[src/hw/rtl/cpi_ram.sv]
// Generic single-write, single-read synchronous RAM with registered read data.
module cpi_ram #(
    parameter int unsigned WIDTH = 8,
    parameter int unsigned DEPTH = 2
) (
    input  logic                     aclk,
    input  logic                     wr_en,
    input  logic [$clog2(DEPTH)-1:0] wr_addr,
    input  logic [WIDTH-1:0]         wr_data,
    input  logic                     rd_en,
    input  logic [$clog2(DEPTH)-1:0] rd_addr,
    output logic [WIDTH-1:0]         rd_data
);

    logic [WIDTH-1:0] mem [DEPTH];
    logic [WIDTH-1:0] rd_data_reg;

    always_ff @(posedge aclk) begin
        if (wr_en) begin
            mem[wr_addr] <= wr_data;
        end
        if (rd_en) begin
            rd_data_reg <= mem[rd_addr];
        end
    end

    assign rd_data = rd_data_reg;

endmodule

[config.mk]
export PLATFORM = sky130hd
export DESIGN_NAME = cpi_ram
export DESIGN_NICKNAME = d
export VERILOG_FILES = /design/src/hw/rtl/cpi_ram.sv
export SDC_FILE = /design/constraint.sdc
export NUM_CORES = 1
export LEC_CHECK = 0
export BUFFER_PORTS_ARGS = -buffer_cell sky130_fd_sc_hd__buf_2
export CORE_ASPECT_RATIO = 0.9
export CORE_MARGIN = 8
export CORE_UTILIZATION = 45
export DETAILED_ROUTE_END_ITERATION = 7
export GPL_TIMING_DRIVEN = 0
export PLACE_DENSITY = 0.69
export SYNTH_ARGS = -nofsm -noshare
export SYNTH_HDL_FRONTEND = slang
export SYNTH_SLANG_ARGS = --single-unit
[constraint.sdc]
create_clock -name aclk -period 1 [get_ports aclk]
set_input_delay 0 -clock aclk [delete_from_list [all_inputs] [get_ports aclk]]
set_output_delay 0 -clock aclk [all_outputs]
set_load 0.005 [all_outputs]
==> results of run 1 <==
logic make-up (layout without fill, tap and decap cells):
family                 Yosys count  count (layout)
flip-flops                      24              24
multiplexers                     8               8
buffers and inverters            1              32
AND/OR/NAND/NOR                  2               2
through the flow:
stage / hold WS, ps / TNS [ps] / total power, W / instance area (µm²) / util [%]
after floorplan: 98.9 / 0 / 0.00130 / 865 / -
after global placement: 188 / -460 / 0.00136 / 991 / 53.3
after detailed placement: 191 / -344 / 0.00136 / 991 / 53.3
after CTS: 15.1 / 0 / 0.00177 / 1100 / 59.1
after global routing: 27.7 / 0 / 0.00182 / 1100 / 59.1
final: 16.5 / 0 / 0.00175 / 1100 / 59.1
placed cells by master (no fill, tap or decap):
cell / instances
edfxtp_1: 24
buf_2: 19
mux2_4: 8
dlygate4sd3_1: 8
clkbuf_4: 3
buf_6: 1
nor2b_1: 1
and2_1: 1
clkinv_1: 1
area by class of cell:
class,count,area [µm²]
Buffer,1,11.3
Clock buffer,3,22.5
Clock inverter,1,3.75
Fill cell,146,761
Multi-Input combinational cell,10,133
Sequential cell,24,721
Tap cell,25,31.3
Timing Repair Buffer,27,175
Yosys cell counts:
library cell  instances
mux2_4                8
buf_6                 1
edfxtp_1             24
and2_1                1
nor2b_1               1
what timing repair did:
| action | in CTS | in global routing |
|---|---|---|
| endpoints found under the hold margin | 16 | 0 |
| hold buffers | 8 | 0 |
| buffers inserted | 0 | 0 |
report_power, final:
part | leakage [nW] | internal, W | switching, W
Combinational | 0.185 | 0.0000988 | 0.0000573
Clock | 0.0154 | 0.000146 | 0.000250
Sequential | 0.228 | 0.00119 | 0.0000152
metal layers:
layer	track usage, %	wire [µm]	share of wire, %	up-vias
met5	0	0	0	-
li1	-	-	-	198
met3	4.49	152	14	2
met1	5.21	427	38	174
met2	11.9	522	47	20
met4	4.98	17	1.5	0
final timing paths:
| kind | slack (ps) | endpoint |
|---|---|---|
| hold reg to reg | 560 | rd_data[1] |
| setup reg to reg | 100 | rd_data[2] |
| hold / removal | 20 | rd_data[7] |
| setup / recovery | 100 | rd_data[2] |
==> impl_metrics.json, run 1 <==
{
  "leakage_nw": 0.429,
  "synth_simple_gate_area_share_pct": 1.45,
  "num_vias": 394,
  "slowest_delay_ps": 390,
  "hold_violations": 0,
  "slew_headroom_pct": 54.7,
  "synthToLayoutAreaGrowth_pct": 26.9,
  "port_buffers": 19,
  "die_w_um": 62.2,
  "path_delay_family": "flip-flops",
  "whs_path_depth": 1,
  "synthMuxAreaShare_pct": 13.9,
  "ys_warn_count": 0,
  "period_minus_slack_ps": 895,
  "die_area_um2": 3580,
  "worstPathCellList": "mux2_4",
  "cp-startpoint": "mem[0][2]",
  "n_antenna_cell": 0,
  "io_pins": 21,
  "rows": 15,
  "clock-sinks": 24,
  "coreArea_um2": 1860,
  "wl_per_cell_um": 12.3,
  "drtIter0Drc": 1,
  "finalSetupViolations": 0,
  "critical_path_arrival_ps": 960,
  "largest_reg_flops": 16,
  "power_density_nw_per_um2": 1600,
  "required_ps": 1070,
  "min_path_type": "input pin to flop",
  "cpMaxStageDelayCell": "edfxtp_1",
  "reg2reg_from": "mem[0][2]",
  "slew_viol_final": 0,
  "crit_path_end_kind": "flop",
  "crit_path_start_kind": "flop",
  "rsz0062_at_grt": "no",
  "die_y_um": 57.6,
  "clk_path_buf_depth": 2,
  "antenna_found_initial": 0,
  "synthAdderAreaFrac_pct": 0,
  "crit_fanout": 1,
  "path_buf_inv": 0,
  "drtAntennaViolNets": 0,
  "worstSetupPathType": "flop to flop",
  "synth.area.top_cells": "edfxtp_1 (83%), mux2_4 (14%), buf_6 (1.3%), and2_1 (0.72%), nor2b_1 (0.72%)",
  "worst_pin_slew_ps": 679,
  "synth_nets": 48,
  "fmax_mhz": 1120,
  "dr.pass1.iters": 3,
  "synth.distinct_cells": 5,
  "htree_levels": 1,
  "ir_drop_mv": 1.08,
  "drc_errors": 0,
  "layout_setup_ws_ps": 105,
  "layout.nets": 80,
  "synth_top_cell_by_area": "edfxtp_1",
  "fin_crit_sh_pct": 89.5,
  "gp_congestion": 0.667,
  "place_ws_ps": -43.1,
  "skew_ps": 0.505,
  "placed_cells": 79,
  "grt_max_degree": 14,
  "netlist_area_um2": 865,
  "stdcell_count": 91,
  "grt_pass1_wl_um": 1850,
  "ctsResizeCount": 0,
  "ys_ff_latch": 24,
  "cp.depth": 1,
  "synth_top_area_share_pct": 83.4,
  "synth-seq-area-share_pct": 83.4,
  "start_util_pct": 46.5,
  "cap_violations": 0,
  "synthCells": 35,
  "numCtsBuffers": 3,
  "layout-drive-gt1-share_pct": 47.0,
  "reg2regPathDepth": 1,
  "synth_compound_area_share_pct": 0,
  "grt_pass1_vias": 448,
  "root_buffer": "clkbuf_4",
  "synth_top_family_by_area": "multiplexers",
  "grt_usage_pct": 6.79,
  "worstHoldStart": "rd_en",
  "synth-xor-area-share_pct": 0,
  "drt-total-wl_um": 1120,
  "clock_latency_ps": 300,
  "outcome": "finished, final reports clean",
  "grt.overflow.total": 0,
  "postSynthAreaPerCell_um2": 24.7,
  "via_per_inst": 4.33,
  "clkTransAtPathRegs_ps": 110,
  "cts_tree": "done"
}
Power figures use the tool's default switching activity.
==> inputs of run 2 (changes only) <==
--- a/config.mk
+++ b/config.mk
@@ -6,12 +6,14 @@
 export NUM_CORES = 1
 export LEC_CHECK = 0
 export BUFFER_PORTS_ARGS = -buffer_cell sky130_fd_sc_hd__buf_2
+export CELL_PAD_IN_SITES_DETAIL_PLACEMENT = 0
+export CELL_PAD_IN_SITES_GLOBAL_PLACEMENT = 1
 export CORE_ASPECT_RATIO = 0.9
 export CORE_MARGIN = 8
-export CORE_UTILIZATION = 45
+export CORE_UTILIZATION = 43
 export DETAILED_ROUTE_END_ITERATION = 7
 export GPL_TIMING_DRIVEN = 0
-export PLACE_DENSITY = 0.69
+export PLACE_DENSITY_LB_ADDON = 0.1
 export SYNTH_ARGS = -nofsm -noshare
 export SYNTH_HDL_FRONTEND = slang
 export SYNTH_SLANG_ARGS = --single-unit
==> impl_metrics.json, run 2 (same netlist as run 1, synthesis figures left out) <==
{
  "via_per_inst": 4.53,
  "cpMaxStageDelayCell": "edfxtp_1",
  "grt_usage_pct": 7.28,
  "slew_viol_final": 0,
  "outcome": "finished, final reports clean",
  "worstPathCellList": "mux2_4",
  "critical_path_arrival_ps": 960,
  "gp_congestion": 0.592,
  "ir_drop_mv": 1.04,
  "placed_cells": 79,
  "required_ps": 1060,
  "root_buffer": "clkbuf_4",
  "rsz0062_at_grt": "no",
  "reg2reg_from": "mem[0][4]",
  "drtIter0Drc": 2,
  "whs_path_depth": 1,
  "clock-sinks": 24,
  "die_w_um": 63.3,
  "rows": 15,
  "hold_violations": 0,
  "stdcell_count": 90,
  "worst_pin_slew_ps": 664,
  "clock_latency_ps": 290,
  "worstSetupPathType": "flop to flop",
  "cts_tree": "done",
  "ff2ff_setup_slack_ps": 100,
  "fin_crit_sh_pct": 90.2,
  "coreArea_um2": 1910,
  "reg2regPathDepth": 1,
  "htree_levels": 1,
  "timing.hold.ws_ps": 31.0,
  "antenna_found_initial": 0,
  "grt_pass1_wl_um": 2100,
  "crit_path_end_kind": "flop",
  "die_y_um": 58.5,
  "clkTransAtPathRegs_ps": 110,
  "num_vias": 408,
  "leakage_nw": 0.427,
  "min_to": "rd_data[7]",
  "period_minus_slack_ps": 902,
  "final_common_cell": "edfxtp_1",
  "drc_errors": 0,
  "start_util_pct": 45.2,
  "path_delay_family": "flip-flops",
  "numCtsBuffers": 3,
  "final_area_um2": 1090,
  "slowest_delay_ps": 390,
  "post_dp_cell_area_um2": 991,
  "grt_pass1_vias": 500,
  "min_path_type": "input pin to flop",
  "grt.overflow.total": 0,
  "cap_violations": 0,
  "layout.nets": 80,
  "largest_reg_flops": 16,
  "dr.pass1.iters": 3,
  "wl_per_cell_um": 13.1,
  "drt-total-wl_um": 1180,
  "crit_fanout": 1,
  "slew_headroom_pct": 55.6,
  "worstHoldStart": "rd_en",
  "io_pins": 21,
  "die_area_um2": 3700,
  "clk_path_buf_depth": 2,
  "crit_path_start_kind": "flop",
  "rr_endpoint": "rd_data[4]",
  "synthToLayoutAreaGrowth_pct": 26.5,
  "fmax_mhz": 1110,
  "drtAntennaViolNets": 0,
  "grt_max_degree": 13,
  "port_buffers": 19,
  "power_density_nw_per_um2": 1600,
  "layout-drive-gt1-share_pct": 47.7,
  "final_cell_mix": "edfxtp_1 (24), buf_2 (19), mux2_4 (8), dlygate4sd3_1 (8), clkbuf_4 (3)",
  "ctsResizeCount": 0,
  "path_buf_inv": 0,
  "finalSetupViolations": 0,
  "skew_ps": 1.09,
  "fin_setup_tns_ps": 0,
  "n_antenna_cell": 0
}
## run 2: cell types whose count changed in the layout (fill, tap and decap cells not counted)
cell      change
clkinv_1      -1
## run 2: cell type report
class / instances / area (µm²)
Fill cell: 146 / 821
Sequential cell: 24 / 721
Timing Repair Buffer: 27 / 175
Multi-Input combinational cell: 10 / 133
Tap cell: 25 / 31.3
Clock buffer: 3 / 22.5
Buffer: 1 / 11.3
## run 2: through the flow
step           worst slack [ps]  utilization, %  power [W]
6_report                   97.8            57.1    0.00174
5_1_grt                    73.1            57.1    0.00183
4_1_cts                    84.4            57.1    0.00177
3_5_place_dp              -36.9            51.8    0.00137
3_3_place_gp               9.30            51.8    0.00135
2_1_floorplan               150               -    0.00130
## run 2: power by group
part | leakage, nW | internal (W) | switching [W]
combinational | 0.185 | 0.0000988 | 0.0000578
sequential | 0.228 | 0.00119 | 0.0000166
clock | 0.0138 | 0.000140 | 0.000244
total | 0.427 | 0.00143 | 0.000318
## run 2: layer usage
layer  wire length (µm)  share of wire, %  global-route usage [%]
met5                  0                 0                       0
met4                  7              0.60                    3.81
met3                130                11                    4.17
met2                579                49                    12.1
met1                459                39                    7.15
## run 2: worst max-delay path by stage
| stage | start | endpoint | slack, ps | cells past startpoint |
|---|---|---|---|---|
| after global routing | mem[0][1] | rd_data[1] | 70 | 1 |
| after detailed placement | wr_addr | mem[0][3] | -40 | 2 |
| after global placement | wr_addr | mem[0][2] | 9 | 2 |
| final | mem[0][4] | rd_data[4] | 100 | 1 |
| after floorplan | mem[0][0] | rd_data[0] | 150 | 1 |
| after CTS | mem[0][4] | rd_data[4] | 80 | 1 |
## run 2: what timing repair did
action,CTS,global route
setup endpoints to repair,0,0
endpoints found under the hold margin,16,0
setup buffers,0,0
hold buffers,8,0
