## config.mk

```make
export PLATFORM = sky130hd
export DESIGN_NAME = cpi_ctrl
export DESIGN_NICKNAME = d
export VERILOG_FILES = /design/src/hw/rtl/cpi_pkg.sv /design/src/hw/rtl/cpi_ctrl.sv
export SDC_FILE = /design/constraint.sdc
export NUM_CORES = 1
export LEC_CHECK = 0
export BUFFER_PORTS_ARGS = -buffer_cell sky130_fd_sc_hd__buf_2
export CELL_PAD_IN_SITES_DETAIL_PLACEMENT = 0
export CELL_PAD_IN_SITES_GLOBAL_PLACEMENT = 1
export CORE_MARGIN = 5
export CORE_UTILIZATION = 35
export CTS_CLUSTER_SIZE = 30
export DETAILED_ROUTE_END_ITERATION = 10
export PLACE_DENSITY = 0.7
export SYNTH_ARGS = -nofsm -noshare
export SYNTH_HDL_FRONTEND = slang
export SYNTH_SLANG_ARGS = --single-unit
export TNS_END_PERCENT = 20
```

## constraint.sdc

```tcl
create_clock -name aclk -period 3.4 [get_ports aclk]
set_input_delay 0.68 -clock aclk [delete_from_list [all_inputs] [get_ports aclk]]
set_output_delay 0.68 -clock aclk [all_outputs]
set_load 0.01 [all_outputs]
```

## src/hw/rtl/cpi_pkg.sv

```systemverilog
// Shared types and constants for the color palette indexer.
package cpi_pkg;

    localparam int unsigned TABLE_ENTRIES_DEF = 256;

    localparam int KEY_W   = 24;
    localparam int CODE_W  = 16;
    localparam int ENTRY_W = KEY_W + CODE_W;

    // Request types.
    localparam logic [1:0] REQ_CLEAR = 2'd0;
    localparam logic [1:0] REQ_LOAD  = 2'd1;
    localparam logic [1:0] REQ_PIXEL = 2'd2;

    // Result status codes.
    localparam logic [1:0] STATUS_OK        = 2'd0;
    localparam logic [1:0] STATUS_MISSING   = 2'd1;
    localparam logic [1:0] STATUS_DUPLICATE = 2'd2;
    localparam logic [1:0] STATUS_FULL      = 2'd3;

    typedef struct packed {
        logic [1:0]  req_type;
        logic [7:0]  blue;
        logic [7:0]  green;
        logic [7:0]  red;
        logic [15:0] entry_code;
    } pix_req_t;

    typedef struct packed {
        logic [15:0] code;
        logic [1:0]  status;
        logic        new_color;
    } pix_res_t;

    typedef enum logic [1:0] {
        S_IDLE,
        S_SCAN,
        S_DECIDE,
        S_DONE
    } ctrl_state_t;

endpackage

```

## src/hw/rtl/cpi_ctrl.sv

```systemverilog
// Request sequencer: table scan, decision and write-back for the palette indexer.
module cpi_ctrl #(
    parameter int unsigned TABLE_ENTRIES = cpi_pkg::TABLE_ENTRIES_DEF
) (
    input  logic                                aclk,
    input  logic                                aresetn,
    input  logic                                fixed_mode,
    input  logic                                s_valid,
    output logic                                s_ready,
    input  cpi_pkg::pix_req_t                   s_req,
    output logic                                res_valid,
    input  logic                                res_ready,
    output cpi_pkg::pix_res_t                   res,
    output logic                                ram_wr_en,
    output logic [$clog2(TABLE_ENTRIES)-1:0]    ram_wr_addr,
    output logic [cpi_pkg::ENTRY_W-1:0]         ram_wr_data,
    output logic                                ram_rd_en,
    output logic [$clog2(TABLE_ENTRIES)-1:0]    ram_rd_addr,
    input  logic [cpi_pkg::ENTRY_W-1:0]         ram_rd_data
);

    localparam int IDX_W  = $clog2(TABLE_ENTRIES);
    localparam int CNT_W  = $clog2(TABLE_ENTRIES + 1);
    localparam int KEY_W  = cpi_pkg::KEY_W;
    localparam int CODE_W = cpi_pkg::CODE_W;
    localparam logic [CNT_W-1:0] FULL_COUNT = CNT_W'(TABLE_ENTRIES);

    cpi_pkg::ctrl_state_t state_reg, state_next;
    cpi_pkg::pix_req_t    req_reg, req_next;
    cpi_pkg::pix_res_t    res_reg, res_next;
    logic [CNT_W-1:0]     count_reg, count_next;
    logic [CNT_W-1:0]     issue_reg, issue_next;
    logic                 pend_reg, pend_next;
    logic [IDX_W-1:0]     cmp_idx_reg, cmp_idx_next;
    logic                 hit_reg, hit_next;
    logic [IDX_W-1:0]     hit_idx_reg, hit_idx_next;
    logic [CODE_W-1:0]    hit_code_reg, hit_code_next;
    logic                 dup_reg, dup_next;

    logic [KEY_W-1:0]  key_in;
    logic [KEY_W-1:0]  rd_key;
    logic [CODE_W-1:0] rd_code;
    logic [CODE_W-1:0] auto_code;
    logic              key_eq;
    logic              key_match;
    logic              code_match;
    logic              issue_more;
    logic              full;

    assign key_in     = {req_reg.red, req_reg.green, req_reg.blue};
    assign rd_key     = ram_rd_data[CODE_W +: KEY_W];
    assign rd_code    = ram_rd_data[CODE_W-1:0];
    assign key_eq     = (rd_key == key_in);
    assign key_match  = pend_reg && key_eq;
    // A code held by the entry of the same color does not count as taken.
    assign code_match = pend_reg && !key_eq && (rd_code == req_reg.entry_code);
    assign issue_more = (issue_reg < count_reg);
    assign full       = (count_reg == FULL_COUNT);
    assign auto_code  = CODE_W'(count_reg);

    always_comb begin
        state_next = state_reg;
        unique case (state_reg)
            cpi_pkg::S_IDLE: begin
                if (s_valid) begin
                    if (s_req.req_type == cpi_pkg::REQ_LOAD ||
                        s_req.req_type == cpi_pkg::REQ_PIXEL) begin
                        state_next = cpi_pkg::S_SCAN;
                    end else begin
                        state_next = cpi_pkg::S_DONE;
                    end
                end
            end
            cpi_pkg::S_SCAN: begin
                if (!issue_more && !pend_reg) begin
                    state_next = cpi_pkg::S_DECIDE;
                end
            end
            cpi_pkg::S_DECIDE: begin
                state_next = cpi_pkg::S_DONE;
            end
            cpi_pkg::S_DONE: begin
                if (res_ready) begin
                    state_next = cpi_pkg::S_IDLE;
                end
            end
            default: begin
                state_next = cpi_pkg::S_IDLE;
            end
        endcase
    end

    always_comb begin
        req_next      = req_reg;
        res_next      = res_reg;
        count_next    = count_reg;
        issue_next    = issue_reg;
        pend_next     = pend_reg;
        cmp_idx_next  = cmp_idx_reg;
        hit_next      = hit_reg;
        hit_idx_next  = hit_idx_reg;
        hit_code_next = hit_code_reg;
        dup_next      = dup_reg;
        s_ready       = 1'b0;
        res_valid     = 1'b0;
        ram_wr_en     = 1'b0;
        ram_wr_addr   = hit_idx_reg;
        ram_wr_data   = {key_in, req_reg.entry_code};
        ram_rd_en     = 1'b0;
        ram_rd_addr   = issue_reg[IDX_W-1:0];
        unique case (state_reg)
            cpi_pkg::S_IDLE: begin
                s_ready = 1'b1;
                if (s_valid) begin
                    req_next   = s_req;
                    res_next   = '0;
                    issue_next = '0;
                    hit_next   = 1'b0;
                    dup_next   = 1'b0;
                    if (s_req.req_type == cpi_pkg::REQ_CLEAR) begin
                        count_next = '0;
                    end
                end
            end
            cpi_pkg::S_SCAN: begin
                pend_next = issue_more;
                if (issue_more) begin
                    ram_rd_en    = 1'b1;
                    issue_next   = CNT_W'(issue_reg + 1'b1);
                    cmp_idx_next = issue_reg[IDX_W-1:0];
                end
                if (key_match) begin
                    hit_next      = 1'b1;
                    hit_idx_next  = cmp_idx_reg;
                    hit_code_next = rd_code;
                end
                if (code_match) begin
                    dup_next = 1'b1;
                end
            end
            cpi_pkg::S_DECIDE: begin
                if (req_reg.req_type == cpi_pkg::REQ_LOAD) begin
                    priority if (dup_reg) begin
                        res_next.status = cpi_pkg::STATUS_DUPLICATE;
                    end else if (hit_reg) begin
                        ram_wr_en     = 1'b1;
                        res_next.code = req_reg.entry_code;
                    end else if (full) begin
                        res_next.status = cpi_pkg::STATUS_FULL;
                    end else begin
                        ram_wr_en     = 1'b1;
                        ram_wr_addr   = count_reg[IDX_W-1:0];
                        count_next    = CNT_W'(count_reg + 1'b1);
                        res_next.code = req_reg.entry_code;
                    end
                end else begin
                    priority if (hit_reg) begin
                        res_next.code = hit_code_reg;
                    end else if (fixed_mode) begin
                        res_next.status = cpi_pkg::STATUS_MISSING;
                    end else if (full) begin
                        res_next.status = cpi_pkg::STATUS_FULL;
                    end else begin
                        ram_wr_en          = 1'b1;
                        ram_wr_addr        = count_reg[IDX_W-1:0];
                        ram_wr_data        = {key_in, auto_code};
                        count_next         = CNT_W'(count_reg + 1'b1);
                        res_next.code      = auto_code;
                        res_next.new_color = 1'b1;
                    end
                end
            end
            cpi_pkg::S_DONE: begin
                res_valid = 1'b1;
            end
            default: begin
                res_valid = 1'b0;
            end
        endcase
    end

    always_ff @(posedge aclk) begin
        if (!aresetn) begin
            state_reg <= cpi_pkg::S_IDLE;
            count_reg <= '0;
            pend_reg  <= 1'b0;
        end else begin
            state_reg <= state_next;
            count_reg <= count_next;
            pend_reg  <= pend_next;
        end
        req_reg      <= req_next;
        res_reg      <= res_next;
        issue_reg    <= issue_next;
        cmp_idx_reg  <= cmp_idx_next;
        hit_reg      <= hit_next;
        hit_idx_reg  <= hit_idx_next;
        hit_code_reg <= hit_code_next;
        dup_reg      <= dup_next;
    end

    assign res = res_reg;

    // Colors are unique among filled entries, so a scan finds at most one match.
    a_hit_unique: assert property (@(posedge aclk) disable iff (!aresetn)
        (state_reg == cpi_pkg::S_SCAN && key_match) |-> !hit_reg)
        else $error("second key match during one scan");

    // The fill count moves by at most one entry per step outside a clear.
    a_count_step: assert property (@(posedge aclk) disable iff (!aresetn)
        (state_reg != cpi_pkg::S_IDLE) |=>
        (count_reg == $past(count_reg) || count_reg == $past(count_reg) + 1'b1))
        else $error("fill count jumped");

    // No read may still be in flight once the scan has been left.
    a_no_stray_read: assert property (@(posedge aclk) disable iff (!aresetn)
        (state_reg != cpi_pkg::S_SCAN) |-> !pend_reg)
        else $error("read data pending outside scan");

    // Writes land on a filled entry or on the first free one.
    a_write_range: assert property (@(posedge aclk) disable iff (!aresetn)
        ram_wr_en |-> (CNT_W'(ram_wr_addr) < count_reg ||
                       (CNT_W'(ram_wr_addr) == count_reg && !full)))
        else $error("table write outside filled region");

endmodule

```

==> reports/results.txt <==
Synth Register Bits: 116
Setup Viol. Count Final: 0
RSZ-0062 raised after global routing: false
Syn. warnings: 0
Worst slew pin tran: 0.7583 ns
Global-route wire length before repair: 22780 um
F_max: 0.3223 GHz
CP Data Required Time: 2.72 ns
Met1 Wirelength: 6054 um
Hold Slack: 0.4174 ns
Final hold violations: 0
Die Footprint: 0.01894 mm^2
Routability cong.: 0.8092
Final ANT Viol Nets: 0
Top Layer Used: met5
I/O Buffers: 165
DRT Pass-1 Iters: 4
Asr flop ratio synth: 0%
Post-route minimum period: 3.102 ns
Fin Setup TNS: 0 ns
Post-synthesis sequential area ratio: 59.00%
CTS buffer count: 17
VDD IR-drop max: 0.0003414 V
Post-Syn Area per Cell: 11.98 um^2
Clock latency on the worst-skew pair: 0.41 ns
CP Max Fanout: 5
Post-synth top area share: 54.78%
Power per Cell Area: 789.3 mW/mm^2
Layout cells sized above 1: 33.07%
Synth Cell Area: 0.005700 mm^2
Clock Path Buffers: 2
Top-Level Pins: 166
Placed cell areas: 0.006574 mm^2
Gr ovfl total: 0
CTS root buf: clkbuf_16
Initial core utilization: 35.76%
Synth Flop Type: edfxtp_1
Core Footprint: 0.01594 mm^2
# nets final: 726
Detailed Place HPWL: 11390 um
Via count: 4178
H-tree Lvls: 4
Synth Instances: 476
CP Launch Type: register
Synth cell types: 47
Hold/Removal Path Class: register to register
# diodes: 0
Crit path kind: register to output pin
Slew Limit Headroom: 49.11%
Chip height: 137.6 um
Outcome: complete, no violations
Via count of the first global-routing pass: 4357
GRT Total Usage: 16.08%
Setup Skew: 0.008216 ns
Syn Nets: 579
Area grow syn2layout: 25.55%
Max Cap Viol: 0
Crit path capture type: output pin
Tcrit/Tclk final: 91.25%
EDFF count, synth: 104
Top post-synthesis cells by area: edfxtp_1, buf_4, dfxtp_1
Post-cts hold buffer count: 0
Critical-path cell list: inv_1 > ha_1 > nor4b_2 > and3_1 > or4_1 > a21boi_1 > buf_2
Final Slew Violations: 0
Slowest CP cell: or4_1
TritonCTS clock tree: done
Met2 Routed Length: 7270 um
CP arrival: 2.42 ns
Total wire length: 14920 um
Largest area contributor in the netlist: edfxtp_1
Final instance area: 0.007157 mm^2
Average wire per standard cell: 17.53 um
CTS clk-pin slew, worst paths: 0.05 ns
Leakage: 2.866 nW
Detailed router's first-iteration violation count: 216
Chip width: 137.6 um
Pin count of the biggest net entering global routing: 41
Vias per std cell: 4.910
Cell Rows: 46
Flip-flop count of the largest register after layout: 24
Post-route DRC: 0
Total clock sinks: 116
Crit-path max cell delay: 0.53 ns
Initial antenna violation count: 3
Detail Route met3 WL: 1248 um
==> cell usage after synthesis (all sizes together) (2+ instances only) <==
cell	instances
dfxtp	12
clkbuf	11
or4	2
edfxtp	104
a211oi	2
o21ai	29
xnor2	22
a221oi	2
a21oi	19
o211ai	9
and3	3
a22o	2
nor2	13
nand4	8
o21a	2
nand3	21
a21o	5
nor4	6
nand2	45
o211a	9
ha	16
a21boi	11
and2	12
xor2	22
nor2b	4
or3	11
nor4b	2
buf	36
nand2b	4
nor3	4
inv	19
==> repair_timing <==
action                                  in CTS  in global routing
resized for setup                            0                  3
endpoints found under the setup margin       0                 18
buffers inserted                             0                  0
==> critical path, delay by kind of cell, from the launching register on <==
kind / cells / cell delay, ns
simple gates: 3 / 0.92
flops: 1 / 0.39
buf+inv: 2 / 0.31
fa+ha+maj: 1 / 0.22
compound gates: 1 / 0.17
==> area by class of cell <==
type | count | area, um^2
Inverter | 19 | 71.32
Multi-Input combinational cell | 294 | 1981
Sequential cell | 116 | 3363
Clock inverter | 13 | 141.4
Tap cell | 216 | 270.3
Clock buffer | 18 | 429.2
Timing Repair Buffer | 175 | 900.9
Fill cell | 1500 | 8786
==> cell families after synthesis <==
family | synth area share, %
adder cells (fa/ha/maj) | 3.512
buffers and inverters | 6.585
AO/OA/AOI/OAI | 11.74
XOR/XNOR | 6.760
flip-flops | 59.00
AND/OR/NAND/NOR | 12.40
==> worst paths after layout <==
| path | from | endpoint | slack [ns] | cells after the start |
|---|---|---|---|---|
| max reg2reg | issue_reg[2] | issue_reg[8] | 0.64 | 7 |
| min reg2reg | cmp_idx_reg[3] | hit_idx_reg[3] | 0.42 | 0 |
| min | cmp_idx_reg[3] | hit_idx_reg[3] | 0.42 | 0 |
| max | count_reg[0] | ram_wr_en | 0.30 | 7 |
==> where the power goes <==
group	internal [W]	switching [W]	leakage, nW	total (W)
registers	0.00203	0.000258	1.08	0.00229
logic	0.000636	0.000993	1.51	0.00163
clock network	0.00113	0.000606	0.271	0.00173
==> per-layer routing <==
metal / up-vias / track usage, %
met3: 29 / 6.063
met5: - / 0
met1: 1963 / 18.87
li1: 2011 / -
met4: 6 / 6.430
met2: 169 / 26.55
==> through the flow <==
step                total power (W)  setup WS [ns]  utilization [%]  std cells
finish                     0.005649         0.2976            44.89        851
global route               0.005992        0.07643            44.89        851
CTS                        0.005723        0.03261            44.81        851
detailed placement         0.003967         0.4804            41.23        820
global placement           0.003923         0.5483            41.23        820
floorplan                  0.003381         0.6075                -        476
==> cells in the final DEF (no fill, tap or decap), types with 6 or more instances in the layout <==
cell type,synthesis,routed
a21boi_0,8,8
nor2_1,12,11
o211ai_1,9,9
o211a_1,9,9
a21oi_1,18,17
nor4_1,6,6
nand2_1,45,44
xnor2_1,22,22
ha_1,16,16
clkbuf_16,0,17
and2_1,12,12
edfxtp_1,104,104
inv_1,19,18
o21ai_1,16,16
or3_1,11,11
xor2_1,22,22
nand3_1,21,19
dfxtp_1,12,12
nand4_1,8,8
o21ai_0,13,13
clkinv_1,0,7
buf_2,3,165
buf_4,33,10
Note: power is estimated with default switching activity, not from simulation.
